**config.mk**
```make
export PLATFORM = sky130hd
export DESIGN_NAME = sfap_ram
export DESIGN_NICKNAME = d
export VERILOG_FILES = /design/src/rtl/sfap_ram.sv
export SDC_FILE = /design/constraint.sdc
export NUM_CORES = 1
export LEC_CHECK = 0
export BUFFER_PORTS_ARGS = -buffer_cell sky130_fd_sc_hd__buf_2
export CAP_MARGIN = 5
export CELL_PAD_IN_SITES_DETAIL_PLACEMENT = 1
export CELL_PAD_IN_SITES_GLOBAL_PLACEMENT = 2
export CORE_MARGIN = 2
export CORE_UTILIZATION = 40
export CTS_CLUSTER_DIAMETER = 50
export CTS_CLUSTER_SIZE = 8
export DETAILED_ROUTE_END_ITERATION = 6
export GPL_TIMING_DRIVEN = 0
export PLACE_DENSITY = 0.76
export RECOVER_POWER = 25
export SYNTH_ARGS = -nofsm -noshare
export SYNTH_HDL_FRONTEND = slang
export SYNTH_SLANG_ARGS = --single-unit
```
**constraint.sdc**
```tcl
create_clock -name aclk -period 8.06 [get_ports aclk]
set_clock_uncertainty 0.05 [all_clocks]
set_input_delay 0.806 -clock aclk [delete_from_list [all_inputs] [get_ports aclk]]
set_output_delay 0.806 -clock aclk [all_outputs]
set_load 0.1 [all_outputs]
```
**src/rtl/sfap_ram.sv**
```systemverilog
// generic single write port, single read port memory with registered read
// no dependencies
module sfap_ram #(
    parameter int WIDTH = 64,
    parameter int DEPTH = 16
) (
    input  logic                     aclk,
    input  logic                     we,
    input  logic [$clog2(DEPTH)-1:0] waddr,
    input  logic [WIDTH-1:0]         wdata,
    input  logic                     re,
    input  logic [$clog2(DEPTH)-1:0] raddr,
    output logic [WIDTH-1:0]         rdata
);

    logic [WIDTH-1:0] mem_reg [DEPTH];
    logic [WIDTH-1:0] rdata_reg;

    always_ff @(posedge aclk) begin
        if (we) begin
            mem_reg[waddr] <= wdata;
        end
        if (re) begin
            rdata_reg <= mem_reg[raddr];
        end
    end

    assign rdata = rdata_reg;

endmodule

```
==> out/results.ini <==
[outcome]
status=complete, no violations

[placed_design]
postPlaceCellArea_sq_um=43900
place_congestion=0.714
dp_hpwl_mm=62.9
portBuffers=136

[clocking]
h-tree-depth=4
clk_latency_ns=0.75
cts_tree=built
clockRootBuffer=clkbuf_16
cts_setup_buffers=0
path_clk_slew_ns=0.05
cts_sinks=1088
holdBufCountCts=0
cts_made_buffers=157
cts_resized=0
ctsLongestPathBuffers=3

[cells_and_area]
drive_gt1_share_pct=31.3
postLayoutCellArea_sq_um=48100
final_nets=2088
largest_reg_flops=1024
utilization_pct=48.2
areaGrowthSynthToFinish_pct=19.6

[floorplanning]
io_pins=139
dieArea_sq_um=103000
num_rows=116
die_height_um=321
die_x_um=321
initial_utilization_pct=40.3
core_sq_um=99900

[sta]
slew_headroom_pct=10.5
finalSetupViolCount=0
drv_slew=0
rsz0062_at_grt=false
fin_tns_setup_ns=0
hold_viol_final=0
worst_pin_slew_ns=1.34
finalCritPeriodShare_pct=32.4
min_period_ns=2.61
whs_ns=0.402
timing.fmax_ghz=0.383

[synth]
netlist_area_sq_um=40200
synth-seq-area-share_pct=81.2
yosysTopAreaCell=edfxtp_1
yosysMostFrequentCell=edfxtp_1
ys_ff_latch=1088
synthCells=1647
avgSynthCellArea_sq_um=24.4
synth_ff_type=edfxtp_1
synth_area_leaders=edfxtp_1, mux4_2, a22oi_1
synth_fp_nets=1722
synth_top_area_share_pct=81.2
synth_cell_types=17
synth_edf_count=1088
synth-async-reset-ratio_pct=0
synth_common_cells=edfxtp_1, mux4_2, a22oi_1, nand2_1, clkbuf_1
synth_warnings=0

[drt]
wl_mm=99.5
drtAntennaViolNets=0
drc_errors=0
vias_per_cell=5.73
first_pass_iters=5
vias=19100
drt_first_iter_violations=2246
routedWlPerCell_um=29.8

[power]
p_int_uw=10100
power_frac_comb_pct=6.1
ir_drop_uv=200
power_leakage_uw=0.0154
p_sw_share_pct=22.4
power_uw=13100
power_density_nw_per_um2=271
clock_power_share_pct=44.7
seq_power_share_pct=49.2
net-switching-power_uw=2930

[setup_path]
start_kind=input port
worstPathMaxFanout=10
critical_path_class=input port to flip-flop
crit_required_ns=8.57
regToRegSetupSlack_ns=6.38
arrival_ns=3.12
cp-end-kind=flip-flop

[grt]
grt_pass1_vias=21400
grt_max_degree=46
grt_pass1_wl_mm=146
antenna_found_initial=12
overflow=0
grt_use_total_pct=19.6

[hold_path]
hp-class=input port to flip-flop

[flow_run]
drv_cap=0

-- worst max-delay path, stage by stage --
cell and delay, ns:
buf_2 0.17, nor2b_1 0.19, clkbuf_1 0.81, clkbuf_1 0.64, a22oi_1 0.23, nand2_1 0.25
-- cell type report --
type,instances,area (sq um)
well taps,1298,1620
repair buffers,207,1850
fillers,8799,51800
multi-input cells,475,7210
clock inverters,23,338
clock buffers,160,3940
diodes,3,7.51
flip-flops and latches,1088,32700
plain buffers,84,452
-- metrics by stage --
step	worst slack [ns]	std cells
after global placement	-3.67	3081
after global routing	5.45	3336
after CTS	5.49	3335
after floorplan	1.78	1647
after detailed placement	4.72	3152
final	5.45	3338
-- path summary, 6_finish.rpt --
path	from	endpoint	cells past startpoint
max reg2reg	mem_reg[11][1]	rdata[1]	3
min reg2reg	mem_reg[6][53]	rdata[53]	3
min	wdata[23]	mem_reg[2][23]	1
max	raddr[3]	rdata[18]	6
-- power by group through the flow --
stage | Clock, uW | Sequential (uW) | Combinational (uW)
detailed placement | 0 | 6530 | 802
CTS | 5930 | 6430 | 806
finish | 5840 | 6430 | 790
global route | 6150 | 6430 | 836
global placement | 0 | 6530 | 751
floorplan | 0 | 6730 | 302
-- placed cells by master (no fill, tap or decap), types with 3 or more instances in the layout --
cell type	synthesis	final
nor3_2	0	4
nand2_1	65	65
clkbuf_1	36	89
buf_12	0	23
clkinv_1	0	4
mux4_2	256	256
buf_16	0	14
buf_1	16	16
buf_2	13	98
diode_2	0	3
clkbuf_16	0	157
inv_16	0	7
buf_4	6	10
a22oi_1	128	128
edfxtp_1	1088	1088
nor2_4	0	12
buf_6	13	42
clkinv_8	0	3
-- kinds of logic after synthesis --
family,synth area share (%)
AOI/OAI and AO/OA,2.39
DFF,81.2
and+or+nand+nor,0.927
buffers and inverters,1.12
muxes,14.3
-- metal layers --
metal	vias up	global-route usage, %	part of all wire [%]
li1	7810	-	-
met5	-	0	0.074
met1	10400	26.2	41
met3	174	4.27	6.4
met4	10	5.90	2.2
met2	724	32.5	50
Note: power is estimated with default switching activity, not from simulation.
