===== config.mk =====
export PLATFORM = sky130hd
export DESIGN_NAME = sfap_arith
export DESIGN_NICKNAME = d
export VERILOG_FILES = /design/src/rtl/sfap_pkg.sv /design/src/rtl/sfap_arith.sv
export SDC_FILE = /design/constraint.sdc
export NUM_CORES = 2
export LEC_CHECK = 0
export BUFFER_PORTS_ARGS = -buffer_cell sky130_fd_sc_hd__buf_2
export CAP_MARGIN = 20
export CELL_PAD_IN_SITES_DETAIL_PLACEMENT = 1
export CELL_PAD_IN_SITES_GLOBAL_PLACEMENT = 2
export CORE_ASPECT_RATIO = 0.8
export CORE_UTILIZATION = 38
export DETAILED_ROUTE_END_ITERATION = 8
export GPL_ROUTABILITY_DRIVEN = 0
export PLACE_DENSITY = 0.84
export SLEW_MARGIN = 20
export SYNTH_ARGS = -nofsm -noshare
export SYNTH_HDL_FRONTEND = slang
export SYNTH_SLANG_ARGS = --single-unit

===== constraint.sdc =====
create_clock -name aclk -period 10.6 [get_ports aclk]
set_clock_uncertainty 0.05 [all_clocks]
set_input_delay 1.59 -clock aclk [delete_from_list [all_inputs] [get_ports aclk]]
set_output_delay 1.59 -clock aclk [all_outputs]
set_load 0.02 [all_outputs]

===== src/rtl/sfap_pkg.sv =====
// shared types and constants for the steering block
// no dependencies; imported by sfap_arith and the top level
package sfap_pkg;

    localparam int MAX_WAYPOINTS = 16;
    localparam int WP_AW = $clog2(MAX_WAYPOINTS);
    localparam int WP_CW = WP_AW + 1;

    // item commands
    localparam logic [2:0] CMD_TICK   = 3'd0;
    localparam logic [2:0] CMD_SEEK   = 3'd1;
    localparam logic [2:0] CMD_FLEE   = 3'd2;
    localparam logic [2:0] CMD_ARRIVE = 3'd3;
    localparam logic [2:0] CMD_ADD    = 3'd4;
    localparam logic [2:0] CMD_CLEAR  = 3'd5;
    localparam logic [2:0] CMD_PATROL = 3'd6;
    localparam logic [2:0] CMD_IDLE   = 3'd7;

    // steering modes
    localparam logic [2:0] MODE_IDLE   = 3'd0;
    localparam logic [2:0] MODE_SEEK   = 3'd1;
    localparam logic [2:0] MODE_ARRIVE = 3'd2;
    localparam logic [2:0] MODE_FLEE   = 3'd3;
    localparam logic [2:0] MODE_PATROL = 3'd4;

    // entity kinds
    localparam logic [1:0] KIND_SPRITE = 2'd1;
    localparam logic [1:0] KIND_SHAPE  = 2'd2;

    // register indexes
    localparam logic [1:0] REG_SPEED  = 2'd0;
    localparam logic [1:0] REG_STOP   = 2'd1;
    localparam logic [1:0] REG_ARRIVE = 2'd2;
    localparam logic [1:0] REG_KIND   = 2'd3;

    // arithmetic unit operations
    localparam logic [1:0] OP_MUL  = 2'd0;
    localparam logic [1:0] OP_DIV  = 2'd1;
    localparam logic [1:0] OP_ROOT = 2'd2;

    localparam logic [32:0] FLEE_MIN_DIST = 33'd66;
    localparam logic [32:0] ONE_Q16       = 33'd65536;
    localparam logic [31:0] FLEE_REACH    = 32'd26214400;

    typedef struct packed {
        logic        start;
        logic [1:0]  op;
        logic [64:0] a;
        logic [32:0] b;
    } arith_req_t;

endpackage


===== src/rtl/sfap_arith.sv =====
// shared arithmetic unit: registered multiply, bit-serial divide and square root
// depends on sfap_pkg
module sfap_arith (
    input  logic                 aclk,
    input  logic                 aresetn,
    input  sfap_pkg::arith_req_t req,
    output logic                 done,
    output logic [65:0]          result
);
    import sfap_pkg::*;

    localparam logic [6:0] DIV_STEPS  = 7'd65;
    localparam logic [6:0] ROOT_STEPS = 7'd32;

    logic        busy_reg;
    logic        done_reg;
    logic [1:0]  op_reg;
    logic [6:0]  cnt_reg;
    logic [64:0] num_reg;
    logic [32:0] rem_reg;
    logic [32:0] den_reg;
    logic [63:0] root_reg;
    logic [63:0] bit_reg;
    logic [65:0] result_reg;

    logic [33:0] div_trial;
    logic        div_ge;
    logic [33:0] div_diff;
    logic [32:0] div_rem_next;
    logic [64:0] div_num_next;
    logic [63:0] root_sum;
    logic        root_ge;
    logic [63:0] root_n_next;
    logic [63:0] root_r_next;

    // restoring divide, one quotient bit a cycle
    always_comb begin
        div_trial    = {rem_reg, num_reg[64]};
        div_ge       = div_trial >= {1'b0, den_reg};
        div_diff     = div_trial - {1'b0, den_reg};
        div_rem_next = div_ge ? div_diff[32:0] : div_trial[32:0];
        div_num_next = {num_reg[63:0], div_ge};
    end

    // digit-by-digit square root, one result bit a cycle
    always_comb begin
        root_sum    = root_reg + bit_reg;
        root_ge     = num_reg[63:0] >= root_sum;
        root_n_next = root_ge ? num_reg[63:0] - root_sum : num_reg[63:0];
        root_r_next = root_ge ? (root_reg >> 1) + bit_reg : root_reg >> 1;
    end

    always_ff @(posedge aclk) begin
        if (!aresetn) begin
            busy_reg <= 1'b0;
            done_reg <= 1'b0;
        end else begin
            done_reg <= 1'b0;
            if (req.start) begin
                op_reg <= req.op;
                unique case (req.op)
                    OP_MUL: begin
                        result_reg <= {33'd0, req.a[32:0]} * {33'd0, req.b};
                        done_reg   <= 1'b1;
                    end
                    OP_DIV: begin
                        num_reg  <= req.a;
                        rem_reg  <= '0;
                        den_reg  <= req.b;
                        cnt_reg  <= DIV_STEPS;
                        busy_reg <= 1'b1;
                    end
                    OP_ROOT: begin
                        num_reg  <= req.a;
                        root_reg <= '0;
                        bit_reg  <= 64'd1 << 62;
                        cnt_reg  <= ROOT_STEPS;
                        busy_reg <= 1'b1;
                    end
                    default: begin
                        done_reg <= 1'b1;
                    end
                endcase
            end else if (busy_reg) begin
                if (op_reg == OP_DIV) begin
                    num_reg    <= div_num_next;
                    rem_reg    <= div_rem_next;
                    result_reg <= {1'b0, div_num_next};
                end else begin
                    num_reg[63:0] <= root_n_next;
                    root_reg      <= root_r_next;
                    bit_reg       <= bit_reg >> 2;
                    result_reg    <= {2'b0, root_r_next};
                end
                cnt_reg <= cnt_reg - 7'd1;
                if (cnt_reg == 7'd1) begin
                    busy_reg <= 1'b0;
                    done_reg <= 1'b1;
                end
            end
        end
    end

    assign done   = done_reg;
    assign result = result_reg;

endmodule


==> summary.txt <==
Floorplanning
  – Chip height: 353.5 um
  – Die area: 156,000 sq um
  – IO Pins: 170
  – Core ar.: 152,800 sq um
  – Initial core utilization: 38.40%
  – Die width: 441.3 um
  – FP Rows: 128

Finish
  – Area Overhead vs Synth: 7.551%
  – FILL cells: 17,830
  – Final core utilization: 41.30%
  – Max reg flops: 66
  – Most frequent cells in the layout: inv_1, fa_1, nand2_1, and2_1, ha_1
  – Commonest non-fill, non-tap cell in the layout: inv_1
  – Proportion of layout cells with a drive suffix above 1: 6.380%
  – Layout net count: 8,002

STA
  – Slew @ Worst Pin: 0.9850 ns
  – Max-slew violations: 0
  – Final worst path period need: 9.829 ns
  – Fmax: 101.7 MHz
  – Part of the cycle the worst path needs: 92.73%
  – Rel. slew slack: 34.33%
  – RSZ-0062 raised after global routing: no
  – Final Hold Fails: 0
  – Final setup margin: 0.7711 ns
  – Final setup viols: 0
  – Final Hold Slack: 0.4907 ns
  – Post-Route Setup TNS: 0 ns

CTS
  – Num Clock Sinks: 304
  – CTS root buf: clkbuf_16
  – Number of CTS-inserted buffers: 41
  – CTS tree: yes
  – Clk_lat worst skew: 0.65 ns
  – Worst-case clock buffer depth: 3
  – Post-cts sizing count: 0
  – H-tree depth reported by CTS: 2
  – CTS Hold Bufs: 0
  – Reg clk slew, reported paths: 0.06 ns
  – Postcts setup bufs: 0

Placed design
  – PortBufs: 169
  – Post-place setup slack: 0.2943 ns
  – Detailed placement HPWL: 163,300 um

Flow run
  – MaxCap Viol Count: 0

Min path
  – HP Start: busy_reg
  – WHS Path Cells: 2
  – Min-Delay Path Class: flip-flop to flip-flop
  – Hold path endpoint: busy_reg

GRT
  – Vias in the first global route: 51,000
  – Gr usage total: 25.74%
  – Overflow after GRT: 0
  – Pin count of the biggest net entering global routing: 156
  – Initial antenna violation count: 11
  – First-pass GRT wire length: 309,500 um

Setup path
  – Arrival @ worst endpoint: 10.09 ns
  – R2R depth: 23
  – Worst r2r dst: result[59]
  – Worst Path Max Fanout: 34
  – Flop-to-flop setup slack: 2.14 ns
  – CP Capture Type: flip-flop
  – CP Class: input pin to flip-flop
  – FF-to-FF Start: root_reg[2]
  – Critical Path RT: 10.86 ns
  – Crit path launch type: input pin

Route
  – DR top layer: met5
  – Detail Route Antenna Nets: 0
  – Detailed Routing Iterations Pass 1: 6
  – Wire length on met2: 91,060 um
  – Metal3 WL: 11,520 um
  – Post-DR vias/cell: 5.450
  – Met1 wire length: 91,360 um
  – Vias post-DR: 46,610
  – Number of remaining DRC errors: 0
  – 1st-iter DRT viols: 3,040
  – WL per Instance: 23.27 um
  – Drt total wl: 199,000 um

Logic synthesis
  – Synth Area per Inst: 9.006 sq um
  – Post-synth EDFFs: 302
  – Synth Warn #: 0
  – Ys flop type: edfxtp_1
  – Syn_nets: 8,011
  – Synth Instances: 6,515
  – Ys async rst share: 0%
  – Mapped cell area: 58,670 sq um
  – Sequential fraction of the synthesis area: 15.53%
  – FF+latch count, synth: 304
  – Post-synth cell types: 89

Outcome
  – Status: finished clean
==> synthesized netlist by cell type (43+ instances only) <==
| cell type | n | area (sq um) |
|---|---|---|
| inv_1 | 1122 | 4212 |
| fa_1 | 960 | 19220 |
| nand2_1 | 822 | 3085 |
| and2_1 | 573 | 3585 |
| ha_1 | 433 | 5418 |
| edfxtp_1 | 302 | 9069 |
| clkbuf_1 | 300 | 1126 |
| a21oi_1 | 290 | 1451 |
| nor2_1 | 285 | 1070 |
| o21ai_0 | 157 | 785.8 |
| xnor2_1 | 148 | 1296 |
| xor2_1 | 117 | 1025 |
| a21o_1 | 113 | 848.3 |
| a31oi_1 | 69 | 431.7 |
| nor2b_1 | 62 | 387.9 |
| o21bai_1 | 57 | 427.9 |
| nand4_1 | 56 | 350.3 |
| nor3_1 | 51 | 255.2 |
| nand3_1 | 50 | 250.2 |
| o21a_1 | 45 | 337.8 |
| a211oi_1 | 43 | 322.8 |
==> through the flow <==
| step | std cells | instance area [sq um] |
|---|---|---|
| 3_5_place_dp | 8478 | 61680 |
| 5_1_grt | 8551 | 63100 |
| 6_report | 8552 | 63100 |
| 3_3_place_gp | 8478 | 61680 |
| 4_1_cts | 8551 | 63100 |
| 2_1_floorplan | 6515 | 58670 |
==> critical path, stage by stage <==
cell and delay, ns:
buf_2 0.63, and2_1 0.25, fa_1 0.44, fa_1 0.49, fa_1 0.52, inv_1 0.05, fa_1 0.47, inv_1 0.06
fa_1 0.51, inv_1 0.06, fa_1 0.53, inv_1 0.06, fa_1 0.49, inv_1 0.05, fa_1 0.48, inv_1 0.05
ha_1 0.39, nand4_1 0.20, or3_1 0.40, nor4_1 0.35, o22ai_1 0.24, o211a_1 0.31, nor4_2 0.53, nor2_1 0.11
xnor2_1 0.59, a2111oi_1 0.21
==> per-layer routing <==
metal | vias to the layer above | global-route usage, %
met5 | - | 0
met4 | 4 | 6.007
li1 | 20740 | -
met3 | 222 | 3.434
met2 | 1243 | 40.87
met1 | 24400 | 37.10
==> area by class of cell <==
cell class | instances | area (sq um) | share of cell area, %
antenna | 1 | 2.502 | 0.003966
sequential | 304 | 9109 | 14.43
clock buffer | 45 | 1041 | 1.650
clock inverter | 28 | 382.9 | 0.6067
inverter | 1123 | 4218 | 6.684
multi-input combinational | 4759 | 44150 | 69.96
timing repair buffer | 277 | 1679 | 2.661
tap | 2015 | 2521 | 3.995
==> worst max-delay path by stage <==
stage                  start         end  cells past startpoint
floorplan           req[100]  bit_reg[0]                      5
global placement      req[3]  result[52]                     29
detailed placement   req[47]  result[52]                     24
CTS                  req[47]  result[52]                     28
global route         req[47]  result[52]                     28
finish                req[8]  result[52]                     26
==> logic make-up (layout without fill, tap and decap cells) <==
| logic type | Yosys count | count (layout) | synth area share [%] |
|---|---|---|---|
| xor+xnor | 265 | 265 | 3.956 |
| mux | 63 | 63 | 1.122 |
| simple gates | 2010 | 2010 | 16.58 |
| other cells | 0 | 1 | 0 |
| buf+inv | 1452 | 1473 | 9.343 |
| fa+ha+maj | 1393 | 1393 | 41.99 |
| flops | 304 | 304 | 15.53 |
| compound gates | 1028 | 1028 | 11.48 |
Power is left out: the tool's default activity adds up to more than one toggle a clock period on the data nets, which glitch-free logic cannot reach.
